## config.mk

```make
export PLATFORM = sky130hd
export DESIGN_NAME = tinymt32_generator_unit_flat
export DESIGN_NICKNAME = d
export VERILOG_FILES = /design/src/sv/tmt32_pkg.sv /design/src/sv/tmt32_in_if.sv /design/src/sv/tmt32_out_if.sv /design/src/sv/tmt32_cfg_if.sv /design/src/sv/tinymt32_generator_unit.sv /design/src/sv/tmt32_mix_unit.sv /design/src/sv/tmt32_step_unit.sv /design/src/flat_wrapper.sv
export VERILOG_INCLUDE_DIRS = /design/src /design/src/sv
export SDC_FILE = /design/constraint.sdc
export NUM_CORES = 2
export LEC_CHECK = 0
export BUFFER_PORTS_ARGS = -buffer_cell sky130_fd_sc_hd__buf_2
export CORE_AREA = 2 2 265 267
export CTS_CLUSTER_DIAMETER = 50
export DETAILED_ROUTE_END_ITERATION = 8
export DIE_AREA = 0 0 267 269
export PLACE_DENSITY = 0.64
export SYNTH_ARGS = -nofsm -noshare
export SYNTH_HDL_FRONTEND = slang
export SYNTH_SLANG_ARGS = --single-unit
export TNS_END_PERCENT = 20
```

## constraint.sdc

```tcl
create_clock -name clk_i -period 10.55 [get_ports clk_i]
set_input_delay 2.11 -clock clk_i [delete_from_list [all_inputs] [get_ports clk_i]]
set_output_delay 2.11 -clock clk_i [all_outputs]
set_load 0.005 [all_outputs]
```

## src/sv/tinymt32_generator_unit_defines.svh

```systemverilog
// ----------------------------------------------------------------------------
// TinyMT32 generator assertion macros
// Shared concurrent assertion forms, clocked on clk_i, quiet in reset.
// ----------------------------------------------------------------------------
`ifndef TINYMT32_GENERATOR_UNIT_DEFINES_SVH
`define TINYMT32_GENERATOR_UNIT_DEFINES_SVH

// same-cycle implication
`define TMT_ASSERT_NOW(lbl, ante, cons, msg) \
  lbl: assert property (@(posedge clk_i) disable iff (!rst_ni) (ante) |-> (cons)) \
    else $error(msg);

// next-cycle implication
`define TMT_ASSERT_NEXT(lbl, ante, cons, msg) \
  lbl: assert property (@(posedge clk_i) disable iff (!rst_ni) (ante) |=> (cons)) \
    else $error(msg);

`endif

```

## src/sv/tmt32_pkg.sv

```systemverilog
`timescale 1ns / 1ps
`default_nettype none
// ----------------------------------------------------------------------------
// TinyMT32 package
// Types, constants and small helpers shared by the generator files.
// ----------------------------------------------------------------------------
package tmt32_pkg;

  localparam int unsigned WordW   = 32;
  localparam int unsigned NumWords = 4;
  localparam int unsigned CountW  = 16;

  typedef logic [WordW-1:0]               word_t;
  typedef logic [NumWords-1:0][WordW-1:0] words_t;

  // opcodes of an input item
  typedef enum logic [1:0] {
    OP_RESEED  = 2'd0,
    OP_NEXT    = 2'd1,
    OP_ADVANCE = 2'd2,
    OP_LOAD    = 2'd3
  } op_e;

  // configuration register indexes
  typedef enum logic [1:0] {
    CFG_MAT1 = 2'd0,
    CFG_MAT2 = 2'd1,
    CFG_TMAT = 2'd2
  } cfg_idx_e;

  localparam word_t MAT1_RESET = 32'h8f70_11ee;
  localparam word_t MAT2_RESET = 32'hfc78_ff1f;
  localparam word_t TMAT_RESET = 32'h3793_fdff;
  localparam word_t INIT_MULT  = 32'h6c07_8965;
  localparam word_t LOW31_MASK = 32'h7fff_ffff;

  localparam int unsigned Sh0 = 1;
  localparam int unsigned Sh1 = 10;
  localparam int unsigned Sh8 = 8;

  // 'T','I','N','Y'
  localparam words_t GUARD_WORDS = {32'h0000_0059, 32'h0000_004e,
                                    32'h0000_0049, 32'h0000_0054};

  // mixing rounds and warm-up steps of a reseed
  localparam logic [2:0]        MIX_LAST     = 3'd7;
  localparam logic [CountW-1:0] RESEED_STEPS = 16'd8;

  // all 127 effective state bits zero
  function automatic logic state_zero(input words_t w);
    state_zero = ((w[0] & LOW31_MASK) == '0) && (w[1] == '0) &&
                 (w[2] == '0) && (w[3] == '0);
  endfunction

  // period guard
  function automatic words_t guard_words(input words_t w);
    guard_words = state_zero(w) ? GUARD_WORDS : w;
  endfunction

endpackage
`default_nettype wire

```

## src/sv/tmt32_in_if.sv

```systemverilog
`timescale 1ns / 1ps
`default_nettype none
// ----------------------------------------------------------------------------
// TinyMT32 request channel
// Valid/ready channel carrying one command item.
// ----------------------------------------------------------------------------
interface tmt32_in_if
  import tmt32_pkg::*;
();
  logic              valid;
  logic              ready;
  logic [1:0]        opcode;
  word_t             data_word;
  logic [CountW-1:0] step_count;
  logic [1:0]        word_index;

  modport source (output valid, opcode, data_word, step_count, word_index,
                  input ready);
  modport sink   (input valid, opcode, data_word, step_count, word_index,
                  output ready);
endinterface
`default_nettype wire

```

## src/sv/tmt32_out_if.sv

```systemverilog
`timescale 1ns / 1ps
`default_nettype none
// ----------------------------------------------------------------------------
// TinyMT32 result channel
// Valid/ready channel carrying one result item.
// ----------------------------------------------------------------------------
interface tmt32_out_if
  import tmt32_pkg::*;
();
  logic  valid;
  logic  ready;
  word_t random_value;
  logic  value_valid;

  modport source (output valid, random_value, value_valid, input ready);
  modport sink   (input valid, random_value, value_valid, output ready);
endinterface
`default_nettype wire

```

## src/sv/tmt32_cfg_if.sv

```systemverilog
`timescale 1ns / 1ps
`default_nettype none
// ----------------------------------------------------------------------------
// TinyMT32 configuration channel
// Valid/ready register write channel: index and data.
// ----------------------------------------------------------------------------
interface tmt32_cfg_if
  import tmt32_pkg::*;
();
  logic       valid;
  logic       ready;
  logic [1:0] index;
  word_t      data;

  modport source (output valid, index, data, input ready);
  modport sink   (input valid, index, data, output ready);
endinterface
`default_nettype wire

```

## src/sv/tinymt32_generator_unit.sv

```systemverilog
`timescale 1ns / 1ps
`default_nettype none
// ----------------------------------------------------------------------------
// TinyMT32 generator unit
// Sequenced TinyMT32 generator: reseed, next value, advance, load word.
// ----------------------------------------------------------------------------
//
//  channel  dir  handshake      payload
//  in_i     in   valid/ready    opcode, data_word, step_count, word_index
//  out_o    out  valid/ready    random_value, value_valid
//  cfg_i    in   valid/ready    index (0 mat1, 1 mat2, 2 tmat), data
//
// Once an item is accepted the unit is busy until its result is registered:
// next value steps and tempers, advance by n steps n times, load word writes
// one word (word three then runs the guard), reseed runs seven mixing rounds,
// the guard and eight steps. The shared step unit does one state step a cycle;
// the mix multiplier is registered, so a round has a multiply and an add state.
// Reset loads 'T','I','N','Y' and the default mat1/mat2/tmat words.
// A result waits in the output register; the unit holds until it is taken.
// Configuration writes are accepted every cycle.
// ----------------------------------------------------------------------------
`include "tinymt32_generator_unit_defines.svh"

module tinymt32_generator_unit
  import tmt32_pkg::*;
(
  input  wire logic  clk_i,
  input  wire logic  rst_ni,
  tmt32_in_if.sink   in_i,
  tmt32_out_if.source out_o,
  tmt32_cfg_if.sink  cfg_i
);

  typedef enum logic [2:0] {
    ST_IDLE,
    ST_MIX_MUL,
    ST_MIX_ADD,
    ST_GUARD,
    ST_STEP,
    ST_TEMPER,
    ST_DONE
  } state_e;

  state_e            state_q, state_d;
  words_t            words_q, words_d;
  word_t             mat1_q, mat1_d;
  word_t             mat2_q, mat2_d;
  word_t             tmat_q, tmat_d;
  logic [2:0]        rnd_q, rnd_d;
  logic [CountW-1:0] cnt_q, cnt_d;
  op_e               op_q, op_d;
  word_t             res_q, res_d;
  logic              gen_q, gen_d;
  logic              out_valid_q, out_valid_d;
  word_t             out_val_q, out_val_d;
  logic              out_gen_q, out_gen_d;

  logic   in_acc;
  word_t  mix_prev;
  word_t  mix_prod;
  words_t step_next;
  word_t  temper;
  logic   eff_zero;

  assign in_acc   = in_i.valid && in_i.ready;
  assign eff_zero = state_zero(words_q);

  // word used by the current mixing round
  assign mix_prev = words_q[rnd_q[1:0] - 2'd1];

  tmt32_mix_unit u_mix (
    .clk_i  (clk_i),
    .prev_i (mix_prev),
    .prod_o (mix_prod)
  );

  tmt32_step_unit u_step (
    .words_i  (words_q),
    .mat1_i   (mat1_q),
    .mat2_i   (mat2_q),
    .tmat_i   (tmat_q),
    .next_o   (step_next),
    .temper_o (temper)
  );

  // handshake outputs
  assign in_i.ready         = (state_q == ST_IDLE);
  assign cfg_i.ready        = 1'b1;
  assign out_o.valid        = out_valid_q;
  assign out_o.random_value = out_val_q;
  assign out_o.value_valid  = out_gen_q;

  // sequencer
  always_comb begin
    state_d     = state_q;
    words_d     = words_q;
    mat1_d      = mat1_q;
    mat2_d      = mat2_q;
    tmat_d      = tmat_q;
    rnd_d       = rnd_q;
    cnt_d       = cnt_q;
    op_d        = op_q;
    res_d       = res_q;
    gen_d       = gen_q;
    out_valid_d = out_valid_q;
    out_val_d   = out_val_q;
    out_gen_d   = out_gen_q;

    // configuration writes
    if (cfg_i.valid) begin
      unique case (cfg_i.index)
        CFG_MAT1: mat1_d = cfg_i.data;
        CFG_MAT2: mat2_d = cfg_i.data;
        CFG_TMAT: tmat_d = cfg_i.data;
        default:  ;
      endcase
    end

    // result taken
    if (out_valid_q && out_o.ready) begin
      out_valid_d = 1'b0;
    end

    unique case (state_q)
      ST_IDLE: begin
        if (in_acc) begin
          res_d = '0;
          gen_d = 1'b0;
          op_d  = op_e'(in_i.opcode);
          unique case (op_e'(in_i.opcode))
            OP_RESEED: begin
              words_d[0] = in_i.data_word;
              words_d[1] = mat1_q;
              words_d[2] = mat2_q;
              words_d[3] = tmat_q;
              rnd_d      = 3'd1;
              cnt_d      = RESEED_STEPS;
              state_d    = ST_MIX_MUL;
            end
            OP_NEXT: begin
              cnt_d   = CountW'(1);
              state_d = ST_STEP;
            end
            OP_ADVANCE: begin
              cnt_d   = in_i.step_count;
              state_d = (in_i.step_count == '0) ? ST_DONE : ST_STEP;
            end
            OP_LOAD: begin
              words_d[in_i.word_index] = in_i.data_word;
              cnt_d   = '0;
              state_d = (in_i.word_index == 2'd3) ? ST_GUARD : ST_DONE;
            end
            default: ;
          endcase
        end
      end
      ST_MIX_MUL: begin
        // product registers at this edge
        state_d = ST_MIX_ADD;
      end
      ST_MIX_ADD: begin
        words_d[rnd_q[1:0]] = words_q[rnd_q[1:0]] ^ (mix_prod + {29'd0, rnd_q});
        if (rnd_q == MIX_LAST) begin
          state_d = ST_GUARD;
        end else begin
          rnd_d   = rnd_q + 3'd1;
          state_d = ST_MIX_MUL;
        end
      end
      ST_GUARD: begin
        words_d = guard_words(words_q);
        state_d = (cnt_q == '0) ? ST_DONE : ST_STEP;
      end
      ST_STEP: begin
        words_d = step_next;
        cnt_d   = cnt_q - CountW'(1);
        if (cnt_q == CountW'(1)) begin
          state_d = (op_q == OP_NEXT) ? ST_TEMPER : ST_DONE;
        end
      end
      ST_TEMPER: begin
        res_d   = temper;
        gen_d   = 1'b1;
        state_d = ST_DONE;
      end
      ST_DONE: begin
        // hand the result to the output register once it is free
        if (!out_valid_q || out_o.ready) begin
          out_valid_d = 1'b1;
          out_val_d   = res_q;
          out_gen_d   = gen_q;
          state_d     = ST_IDLE;
        end
      end
      default: state_d = ST_IDLE;
    endcase
  end

  // state and registered outputs
  always_ff @(posedge clk_i or negedge rst_ni) begin
    if (!rst_ni) begin
      state_q     <= ST_IDLE;
      words_q     <= GUARD_WORDS;
      mat1_q      <= MAT1_RESET;
      mat2_q      <= MAT2_RESET;
      tmat_q      <= TMAT_RESET;
      rnd_q       <= '0;
      cnt_q       <= '0;
      op_q        <= OP_RESEED;
      out_valid_q <= 1'b0;
    end else begin
      state_q     <= state_d;
      words_q     <= words_d;
      mat1_q      <= mat1_d;
      mat2_q      <= mat2_d;
      tmat_q      <= tmat_d;
      rnd_q       <= rnd_d;
      cnt_q       <= cnt_d;
      op_q        <= op_d;
      out_valid_q <= out_valid_d;
    end
  end

  // payload, no reset
  always_ff @(posedge clk_i) begin
    res_q     <= res_d;
    gen_q     <= gen_d;
    out_val_q <= out_val_d;
    out_gen_q <= out_gen_d;
  end

  // checks
  `TMT_ASSERT_NEXT(a_busy_after_accept, in_acc, !in_i.ready, "accepted item did not make unit busy")
  `TMT_ASSERT_NEXT(a_guard_nonzero, state_q == ST_GUARD, !eff_zero, "state zero after period guard")
  `TMT_ASSERT_NOW(a_step_count_live, state_q == ST_STEP, cnt_q != '0, "step state with zero count")
  `TMT_ASSERT_NOW(a_mix_round_range, (state_q == ST_MIX_MUL) || (state_q == ST_MIX_ADD), (rnd_q != 3'd0), "mix round out of range")

endmodule
`default_nettype wire

```

## src/sv/tmt32_mix_unit.sv

```systemverilog
`timescale 1ns / 1ps
`default_nettype none
// ----------------------------------------------------------------------------
// TinyMT32 seed mixing multiplier
// Registered product INIT_MULT * (prev ^ (prev >> 30)), low 32 bits.
// ----------------------------------------------------------------------------
module tmt32_mix_unit
  import tmt32_pkg::*;
(
  input  wire logic  clk_i,
  input  wire word_t prev_i,
  output word_t      prod_o
);

  word_t fold;
  word_t prod_q;
  word_t prod_d;

  // fold top bits down, then multiply
  always_comb begin
    fold   = prev_i ^ (prev_i >> 30);
    prod_d = word_t'(fold * INIT_MULT);
  end

  always_ff @(posedge clk_i) begin
    prod_q <= prod_d;
  end

  assign prod_o = prod_q;

endmodule
`default_nettype wire

```

## src/sv/tmt32_step_unit.sv

```systemverilog
`timescale 1ns / 1ps
`default_nettype none
// ----------------------------------------------------------------------------
// TinyMT32 state step and tempering
// Next state of one generator step, and the tempered word of the current state.
// ----------------------------------------------------------------------------
module tmt32_step_unit
  import tmt32_pkg::*;
(
  input  wire words_t words_i,
  input  wire word_t  mat1_i,
  input  wire word_t  mat2_i,
  input  wire word_t  tmat_i,
  output words_t      next_o,
  output word_t       temper_o
);

  word_t x0;
  word_t x;
  word_t y;
  word_t sum;

  // one state transition
  always_comb begin
    x0 = (words_i[0] & LOW31_MASK) ^ words_i[1] ^ words_i[2];
    x  = x0 ^ (x0 << Sh0);
    y  = words_i[3] ^ (words_i[3] >> Sh0) ^ x;
    next_o[0] = words_i[1];
    next_o[1] = words_i[2] ^ (y[0] ? mat1_i : '0);
    next_o[2] = x ^ (y << Sh1) ^ (y[0] ? mat2_i : '0);
    next_o[3] = y;
  end

  // tempering of the present state
  always_comb begin
    sum      = words_i[0] + (words_i[2] >> Sh8);
    temper_o = words_i[3] ^ sum ^ (sum[0] ? tmat_i : '0);
  end

endmodule
`default_nettype wire

```

## src/flat_wrapper.sv

```systemverilog
// flat-port wrapper written by rule: the top's interface ports become plain ports
module tinymt32_generator_unit_flat import tmt32_pkg::*;
  (clk_i, rst_ni, in_i_valid, in_i_opcode, in_i_data_word, in_i_step_count, in_i_word_index, in_i_ready, out_o_valid, out_o_random_value, out_o_value_valid, out_o_ready, cfg_i_valid, cfg_i_index, cfg_i_data, cfg_i_ready);
  tmt32_in_if in_i_i ();
  tmt32_out_if out_o_i ();
  tmt32_cfg_if cfg_i_i ();
  input  wire logic clk_i;
  input  wire logic rst_ni;
  input wire logic [$bits(in_i_i.valid)-1:0] in_i_valid;
  input wire logic [$bits(in_i_i.opcode)-1:0] in_i_opcode;
  input wire logic [$bits(in_i_i.data_word)-1:0] in_i_data_word;
  input wire logic [$bits(in_i_i.step_count)-1:0] in_i_step_count;
  input wire logic [$bits(in_i_i.word_index)-1:0] in_i_word_index;
  output wire logic [$bits(in_i_i.ready)-1:0] in_i_ready;
  output wire logic [$bits(out_o_i.valid)-1:0] out_o_valid;
  output wire logic [$bits(out_o_i.random_value)-1:0] out_o_random_value;
  output wire logic [$bits(out_o_i.value_valid)-1:0] out_o_value_valid;
  input wire logic [$bits(out_o_i.ready)-1:0] out_o_ready;
  input wire logic [$bits(cfg_i_i.valid)-1:0] cfg_i_valid;
  input wire logic [$bits(cfg_i_i.index)-1:0] cfg_i_index;
  input wire logic [$bits(cfg_i_i.data)-1:0] cfg_i_data;
  output wire logic [$bits(cfg_i_i.ready)-1:0] cfg_i_ready;
  assign in_i_i.valid = in_i_valid;
  assign in_i_i.opcode = in_i_opcode;
  assign in_i_i.data_word = in_i_data_word;
  assign in_i_i.step_count = in_i_step_count;
  assign in_i_i.word_index = in_i_word_index;
  assign in_i_ready = in_i_i.ready;
  assign out_o_valid = out_o_i.valid;
  assign out_o_random_value = out_o_i.random_value;
  assign out_o_value_valid = out_o_i.value_valid;
  assign out_o_i.ready = out_o_ready;
  assign cfg_i_i.valid = cfg_i_valid;
  assign cfg_i_i.index = cfg_i_index;
  assign cfg_i_i.data = cfg_i_data;
  assign cfg_i_ready = cfg_i_i.ready;
  tinymt32_generator_unit u_core (.clk_i(clk_i), .rst_ni(rst_ni), .in_i(in_i_i), .out_o(out_o_i), .cfg_i(cfg_i_i));
endmodule
```

-- After elaboration in Yosys (flattened, before gate mapping)
Index checks and enable logic that the tools add are counted.
- bits in registers: 347
- bits of input ports: 91
- output and inout bits: 36
- word-level logic and storage cells: 135
- $add $sub $neg: 5
- multipliers: 1
- $lt $le $gt $ge: 5
- equality and inequality tests: 22
- muxes and demuxes: 41
- bitwise gates (word level): 12
- reduce and logical (&&, ||, !) cells: 32
- operators with widths (kind ; count):
    one-hot mux 128 bit (4 select lines) ; 1
    bitwise XOR 32 bit ; 9
    bitwise mux 128 bit ; 2
    2-to-1 mux 128 bit ; 2
    2-to-1 mux 32 bit ; 8
    one-hot mux 128 bit (2 select lines) ; 1
    binary-select mux 32 bit (select 2 bit) ; 2
    demux 32 bit (select 2 bit) ; 2
    logical NOT 32 bit ; 4
    one-hot mux 16 bit (4 select lines) ; 1
    one-hot mux 32 bit (2 select lines) ; 1
    adder 32 x 24 -> 32 bit ; 1
    adder 32 x 3 -> 32 bit ; 1
    logical NOT 16 bit ; 2
    multiplier 32 x 31 -> 32 bit (second input constant) ; 1
    one-hot mux 16 bit (2 select lines) ; 1
    bitwise XOR 31 x 32 -> 32 bit ; 1
    bitwise XOR 32 x 2 -> 32 bit ; 1
    bitwise XOR 32 x 31 -> 32 bit ; 1
    2-to-1 mux 3 bit ; 7
    one-hot mux 3 bit (7 select lines) ; 1
    == test 16 x 1 -> 1 bit (second input constant) ; 1
    2-to-1 mux 16 bit ; 1
    subtractor 16 x 1 -> 16 bit (second input constant) ; 1
    27 further kinds ; 65

-- Depth between registers and ports, before layout
- depth after elaboration: 8
- depth in mapped cells: 33
- depth with buffers taken out: 27

-- Hierarchy
Synthesis repeated with hierarchy kept, for this count alone.
- cell total of the unflattened synthesis: 3005
- area total of the unflattened synthesis: 31516.5 um2
- modules (own cells, without submodules) (module ; times used ; cells each ; area each (um2) ; sequential area each (um2)):
    tinymt32_generator_unit ; 1 ; 1514 ; 18178.7 ; 8309.2
    tmt32_mix_unit ; 1 ; 801 ; 8346.8 ; 640.6
    tmt32_step_unit ; 1 ; 690 ; 4991.0 ; 0.0

-- Worst setup path after synthesis
Ideal clock, no wire load.
- path type: reg-to-reg
- start point: reg u_core.rnd_q[0]
- end point: reg u_core.u_mix.prod_q[31] (netlist: u_core.u_mix.prod_o[31])
- setup time: 0.122 ns
- data arrival time: 9.340 ns
- data required time: 10.428 ns
- setup slack: 1.087 ns
- cell stages (with the launch flop): 33
- path buffers: 8
- period minus slack after synthesis: 9.463 ns
- cell sequence: dfrtp_1 buf_1 buf_1 clkbuf_1 inv_1 ha_1 clkbuf_1 clkbuf_1 buf_1 clkbuf_1 mux4_2 ha_1 ha_1 fa_1 inv_1 fa_1 inv_1 fa_1 fa_1 fa_1 inv_1 fa_1 inv_1 ha_1 clkbuf_1 nand4_1 or2_2 nor3b_1 nor2_1 nand3_1 o21ai_0 o21ai_0 xnor2_1
- longest elaborated chain between the ends: 5
- ends and longest elaborated chain (what ; RTL line ; RTL):
    from (decl) ; tinymt32_generator_unit.sv:49 ; logic [2:0] rnd_q, rnd_d;
    from (signal assigned) ; tinymt32_generator_unit.sv:217 ; rnd_q <= rnd_d;
    subtractor 2 x 1 -> 2 bit ; tinymt32_generator_unit.sv:69 ; assign mix_prev = words_q[rnd_q[1:0] - 2'd1];
    binary-select mux 32 bit (select 2 bit) ; tinymt32_generator_unit.sv:69 ;
    2-to-1 mux 32 bit (not written as such) ; tinymt32_generator_unit.sv:69 ;
    bitwise XOR 32 x 2 -> 32 bit ; tmt32_mix_unit.sv:21 ; fold = prev_i ^ (prev_i >> 30);
    multiplier 32 x 31 -> 32 bit ; tmt32_mix_unit.sv:22 ; prod_d = word_t'(fold * INIT_MULT);
    net u_core.u_mix.prod_d[31] ; tmt32_mix_unit.sv:17 ; word_t prod_d;
    to (signal assigned) ; tmt32_mix_unit.sv:26 ; prod_q <= prod_d;
    to (decl) ; tmt32_mix_unit.sv:16 ; word_t prod_q;
The timed path passes the listed nets, and every way through them passes these cells. The select of a mux whose other input is x is not followed.
A chain may end at the register's enable or synchronous reset.

-- Worst setup path in the final report
- start point: reg u_core.rnd_q[0]
- end point: reg u_core.u_mix.prod_q[31] (netlist: u_core.u_mix.prod_o[31])
- longest elaborated chain between the ends: 5
- ends and longest elaborated chain (what ; RTL line ; RTL):
    subtractor 2 x 1 -> 2 bit ; tinymt32_generator_unit.sv:69 ;
    binary-select mux 32 bit (select 2 bit) ; tinymt32_generator_unit.sv:69 ;
    2-to-1 mux 32 bit (not written as such) ; tinymt32_generator_unit.sv:69 ;
    bitwise XOR 32 x 2 -> 32 bit ; tmt32_mix_unit.sv:21 ;
    net u_core.u_mix.fold[1] ; tmt32_mix_unit.sv:15 ; word_t fold;
    multiplier 32 x 31 -> 32 bit ; tmt32_mix_unit.sv:22 ;
    net u_core.u_mix.prod_d[31] ; tmt32_mix_unit.sv:17 ;
The timed path passes the listed nets, and every way through them passes these cells. The select of a mux whose other input is x is not followed.

==> impl.org <==
** Status
- The run finished with clean final reports.

** Critical path
- Crit-path max FO :: 37
- The worst register-to-register path ends at u_core.u_mix.prod_o[31].
- Type of destination of the critical path :: register
- The worst setup path is of the reg2reg kind.
- At the worst endpoint, the required time is 11.05 ns.
- Depth of the worst register-to-register path :: 25
- Slowest CP cell :: sky130_fd_sc_hd__dfrtp_4
- Among the stages of the critical path, the cell type that occurs most often is sky130_fd_sc_hd__fa_1.
- In this design, the stage delay of the slowest critical-path cell is 0.78 ns.
- Reg-to-reg critical path startpoint :: u_core.rnd_q[0]
- Arrival time at the worst endpoint :: 9.05 ns
- The worst setup path is launched from a register.
- Register-to-register path setup slack :: about 2 ns

** Route
- Routed wire length :: 106000 um
- Summing over every cut layer, the via total after detailed routing is 25240.
- Final routed DRC violation total :: 0
- Dividing the detail-routed via count by the number of cells gives 6.082.
- Drt first-iter violations :: about 2800
- Before antenna repair, the detailed router went through 9 iterations.
- The detail route stage leaves a number of antenna-violating nets equal to 0.
- Dividing the detail-routed wire length by the instance count gives 25.53 um.

** CTS
- The later pin in the worst-skew pair is clocked with a latency of about 0.63 ns.
- The tree built by TritonCTS fans out to 347 sinks.
- The clock tree synthesis step divided the H-tree into 2 levels.
- Buffers added to address setup during post-CTS repair amount to 0.
- Clock-pin slew was measured on the worst setup and hold paths at roughly 0.06 ns.
- Gates resized during post-CTS repair numbered 0.
- The clock passes through at most 3 buffers.
- TritonCTS built the clock tree.
- The root buffer cell chosen for the clock tree is sky130_fd_sc_hd__clkbuf_16.
- Count of hold-fix buffers inserted at cts :: 0
- Counting the buffers created by CTS gives just over 50.

** Floorplan
- Initial core utilization :: approximately 44%
- Die boundary height :: 269 um
- In this run the standard cell core region covers 0.06930 mm2.
- The die covers 0.07182 mm2.
- I/O pin count :: 127
- The die is 267 um wide.
- Site Rows :: 97

** Logic synthesis
- The synthesized design contains 66 enable-type register cells.
- For this run, asynchronously set or reset flops after synthesis account for 71.76%.
- Basic-gate share of the synthesized area counting and, or, nand and nor cells :: 9.245%
- By area, the combinational part of the netlist is dominated by adder cells.
- Yosys printed 0 warnings.
- The mapped netlist covers a little over 0.03 mm2.
- After synthesis, the netlist uses 73 different library cells.
- Of the total synthesized cell area, the portion taken by full adders, half adders and majority gates is 20.25%.
- Compound-gate portion of the synthesized area :: between 10 and 15%
- Number of nets produced by synthesis :: 3627
- Top flip-flop cell by instance count after synthesis :: sky130_fd_sc_hd__dfrtp_1
- In the synthesized netlist, mux cells make up 9.648% of the area.
- In this run the mean area of a mapped cell was between 9 and 10 um2.
- Synthesized instance count :: 3127
- Area share of xor/xnor cells in the synthesized design :: roughly an eighth
- Synthesized flop and latch total :: 347
- Sequential cell area fraction in the yosys report :: 29.09%

** Worst hold path
- Sink of the worst hold path :: u_core.out_o.random_value[17]
- Number of cells on the worst hold path :: 0
- Worst hold-check path type :: reg2reg
- The worst hold path begins at u_core.res_q[17].

** Layout
- Cells fill between 40% and 50% of the core in the end.
- After the last flow step, the layout net total stands at 3668.
- Relative to the synthesized area, the layout overhead comes to 10.80%.
- Inserted Diodes :: 0
- Layout cell share with drive strength beyond 1 :: 16.39%

** STA
- Headroom to the max-slew limit came out at 20.70%.
- The final count of hold timing violations is 0.
- Summed negative setup slack over all endpoints :: 0 ns
- Finish-stage setup viols :: 0
- On the final layout, the worst hold slack is 0.4143 ns.
- Minimum period implied by the final worst setup slack :: 8.555 ns
- Setup repair after global routing missed its margin :: no
- Achievable Freq :: 116.9 MHz
- The final count of pins violating max slew was 0.
- Between clock sinks in the finished design, the worst skew comes to 0.04525 ns.
- Worst-margin pin slew :: 1.189 ns
- Share of the clock period used by the worst path :: 81.09%

** Placed design
- Input/output buffers :: 125
- Routability-driven placement finished with a final weighted congestion of approximately 0.97.
- DPL Wire Length :: roughly 76000 um

** Global route
- For this run, the total global-route usage over all layers was measured as 29.45%.
- Pin count of the biggest net entering global routing :: 91
- The via count of the first global-routing pass is 25220.
- The initial antenna violation count is 3.
- Grt total ovfl :: 0
- Wire length of the first global-routing pass :: around 160000 um

** Flow run
- Number of maximum-capacitance constraint violations :: 0
Yosys cell counts (8+ instances only):
| master | count | share of area (%) |
|---|---|---|
| sky130_fd_sc_hd__a211oi_1 | 12 | 0.29 |
| sky130_fd_sc_hd__a21o_1 | 23 | 0.56 |
| sky130_fd_sc_hd__a21oi_1 | 119 | 1.9 |
| sky130_fd_sc_hd__a221oi_1 | 18 | 0.51 |
| sky130_fd_sc_hd__a222oi_1 | 39 | 1.3 |
| sky130_fd_sc_hd__a22o_1 | 11 | 0.31 |
| sky130_fd_sc_hd__a22oi_1 | 14 | 0.34 |
| sky130_fd_sc_hd__a2bb2oi_1 | 17 | 0.48 |
| sky130_fd_sc_hd__a31oi_1 | 8 | 0.16 |
| sky130_fd_sc_hd__and2_1 | 10 | 0.20 |
| sky130_fd_sc_hd__and3_1 | 18 | 0.37 |
| sky130_fd_sc_hd__and4_1 | 8 | 0.23 |
| sky130_fd_sc_hd__buf_1 | 15 | 0.18 |
| sky130_fd_sc_hd__buf_2 | 8 | 0.13 |
| sky130_fd_sc_hd__clkbuf_1 | 156 | 1.9 |
| sky130_fd_sc_hd__dfrtp_1 | 172 | 14 |
| sky130_fd_sc_hd__dfstp_2 | 77 | 6.6 |
| sky130_fd_sc_hd__dfxtp_1 | 32 | 2.1 |
| sky130_fd_sc_hd__edfxtp_1 | 66 | 6.4 |
| sky130_fd_sc_hd__fa_1 | 148 | 9.6 |
| sky130_fd_sc_hd__ha_1 | 261 | 11 |
| sky130_fd_sc_hd__inv_1 | 284 | 3.5 |
| sky130_fd_sc_hd__mux2_2 | 98 | 3.6 |
| sky130_fd_sc_hd__mux2i_1 | 40 | 1.3 |
| sky130_fd_sc_hd__mux4_2 | 65 | 4.8 |
| sky130_fd_sc_hd__nand2_1 | 312 | 3.8 |
| sky130_fd_sc_hd__nand2b_1 | 10 | 0.20 |
| sky130_fd_sc_hd__nand3_1 | 28 | 0.46 |
| sky130_fd_sc_hd__nand4_1 | 19 | 0.39 |
| sky130_fd_sc_hd__nor2_1 | 126 | 1.5 |
| sky130_fd_sc_hd__nor2b_1 | 12 | 0.24 |
| sky130_fd_sc_hd__nor3_1 | 26 | 0.42 |
| sky130_fd_sc_hd__nor4_1 | 36 | 0.73 |
| sky130_fd_sc_hd__o211ai_1 | 12 | 0.29 |
| sky130_fd_sc_hd__o21ai_0 | 176 | 2.9 |
| sky130_fd_sc_hd__o21ai_1 | 25 | 0.41 |
| sky130_fd_sc_hd__o21bai_1 | 9 | 0.22 |
| sky130_fd_sc_hd__o221ai_1 | 35 | 1.0 |
| sky130_fd_sc_hd__o22ai_1 | 38 | 0.77 |
| sky130_fd_sc_hd__o2bb2ai_1 | 47 | 1.3 |
| sky130_fd_sc_hd__or3_1 | 10 | 0.20 |
| sky130_fd_sc_hd__xnor2_1 | 293 | 8.3 |
| sky130_fd_sc_hd__xor2_1 | 131 | 3.7 |
how the worst max path moves through the flow:
| stage | slack [ns] | startpoint | to | cells after the start |
|---|---|---|---|---|
| final | 2.00 | u_core.rnd_q[0] | u_core.u_mix.prod_o[31] | 25 |
| after global routing | 1.46 | u_core.rnd_q[0] | u_core.u_mix.prod_o[31] | 25 |
| after CTS | 1.93 | u_core.rnd_q[0] | u_core.u_mix.prod_o[31] | 25 |
| after detailed placement | 1.97 | u_core.rnd_q[0] | u_core.u_mix.prod_o[31] | 25 |
| after global placement | 2.05 | u_core.rnd_q[0] | u_core.u_mix.prod_o[31] | 25 |
| after floorplan | 1.09 | u_core.rnd_q[0] | u_core.u_mix.prod_o[31] | 32 |
kinds of logic (layout without fill, tap and decap cells):
group	count (synthesis)	count (layout)
other cells	1	1
mux	203	203
xor+xnor	424	424
simple gates	634	634
flops	347	347
buf+inv	466	549
fa+ha+maj	409	409
compound gates	643	643
metal layers:
| layer | wire length (um) | GRT usage (%) | share of wire (%) | up-vias |
|---|---|---|---|---|
| li1 | - | - | - | 11110 |
| met5 | 11 | 0 | 0.010 | - |
| met1 | 42690 | 38.65 | 40 | 12230 |
| met4 | 6918 | 17.52 | 6.5 | 2 |
| met2 | 44970 | 43.71 | 42 | 1532 |
| met3 | 11370 | 7.772 | 11 | 365 |
area by class of cell:
class / count / area, um2
Fill cell: 6449 / 35220
Inverter: 285 / 1070
Sequential cell: 347 / 8955
Multi-Input combinational cell: 2314 / 20130
Clock buffer: 65 / 1424
Clock inverter: 30 / 362.8
Tap cell: 940 / 1176
Timing Repair Buffer: 169 / 965.9
critical path: cells and delay by family, from the launching register on:
| family | cells | cell delay [ns] |
|---|---|---|
| AO/OA/AOI/OAI | 2 | 0.42 |
| buffers and inverters | 3 | 0.27 |
| AND/OR/NAND/NOR | 6 | 1.13 |
| XOR/XNOR | 3 | 1.15 |
| adder cells (fa/ha/maj) | 10 | 4.24 |
| flip-flops | 1 | 0.78 |
| multiplexers | 1 | 0.44 |
per-stage QoR:
step	worst slack (ns)	std cells	area, um2
finish	1.995	4150	34080
global route	1.455	4150	34080
CTS	1.931	4150	34080
detailed placement	1.968	4055	32290
global placement	2.050	4055	32290
floorplan	1.087	3127	30760
cells in the final DEF (no fill, tap or decap), drive strengths merged, types with 11 or more instances in the layout:
cell,netlist,final
a211oi,12,12
a21o,23,23
a21oi,120,120
a221oi,18,18
a222oi,39,39
a22o,11,11
a22oi,14,14
a2bb2oi,17,17
and3,18,18
buf,25,169
clkbuf,156,65
clkinv,0,14
dfrtp,172,172
dfstp,77,77
dfxtp,32,32
edfxtp,66,66
fa,148,148
ha,261,261
inv,285,295
mux2,98,98
mux2i,40,40
mux4,65,65
nand2,312,312
nand3,28,28
nand4,19,19
nor2,126,126
nor2b,12,12
nor3,26,26
nor4,36,36
o211ai,12,12
o21ai,202,202
o221ai,35,35
o22ai,38,38
o2bb2ai,47,47
xnor2,293,293
xor2,131,131
Power is left out: the tool's default activity adds up to more than one toggle a clock period on the data nets, which glitch-free logic cannot reach.
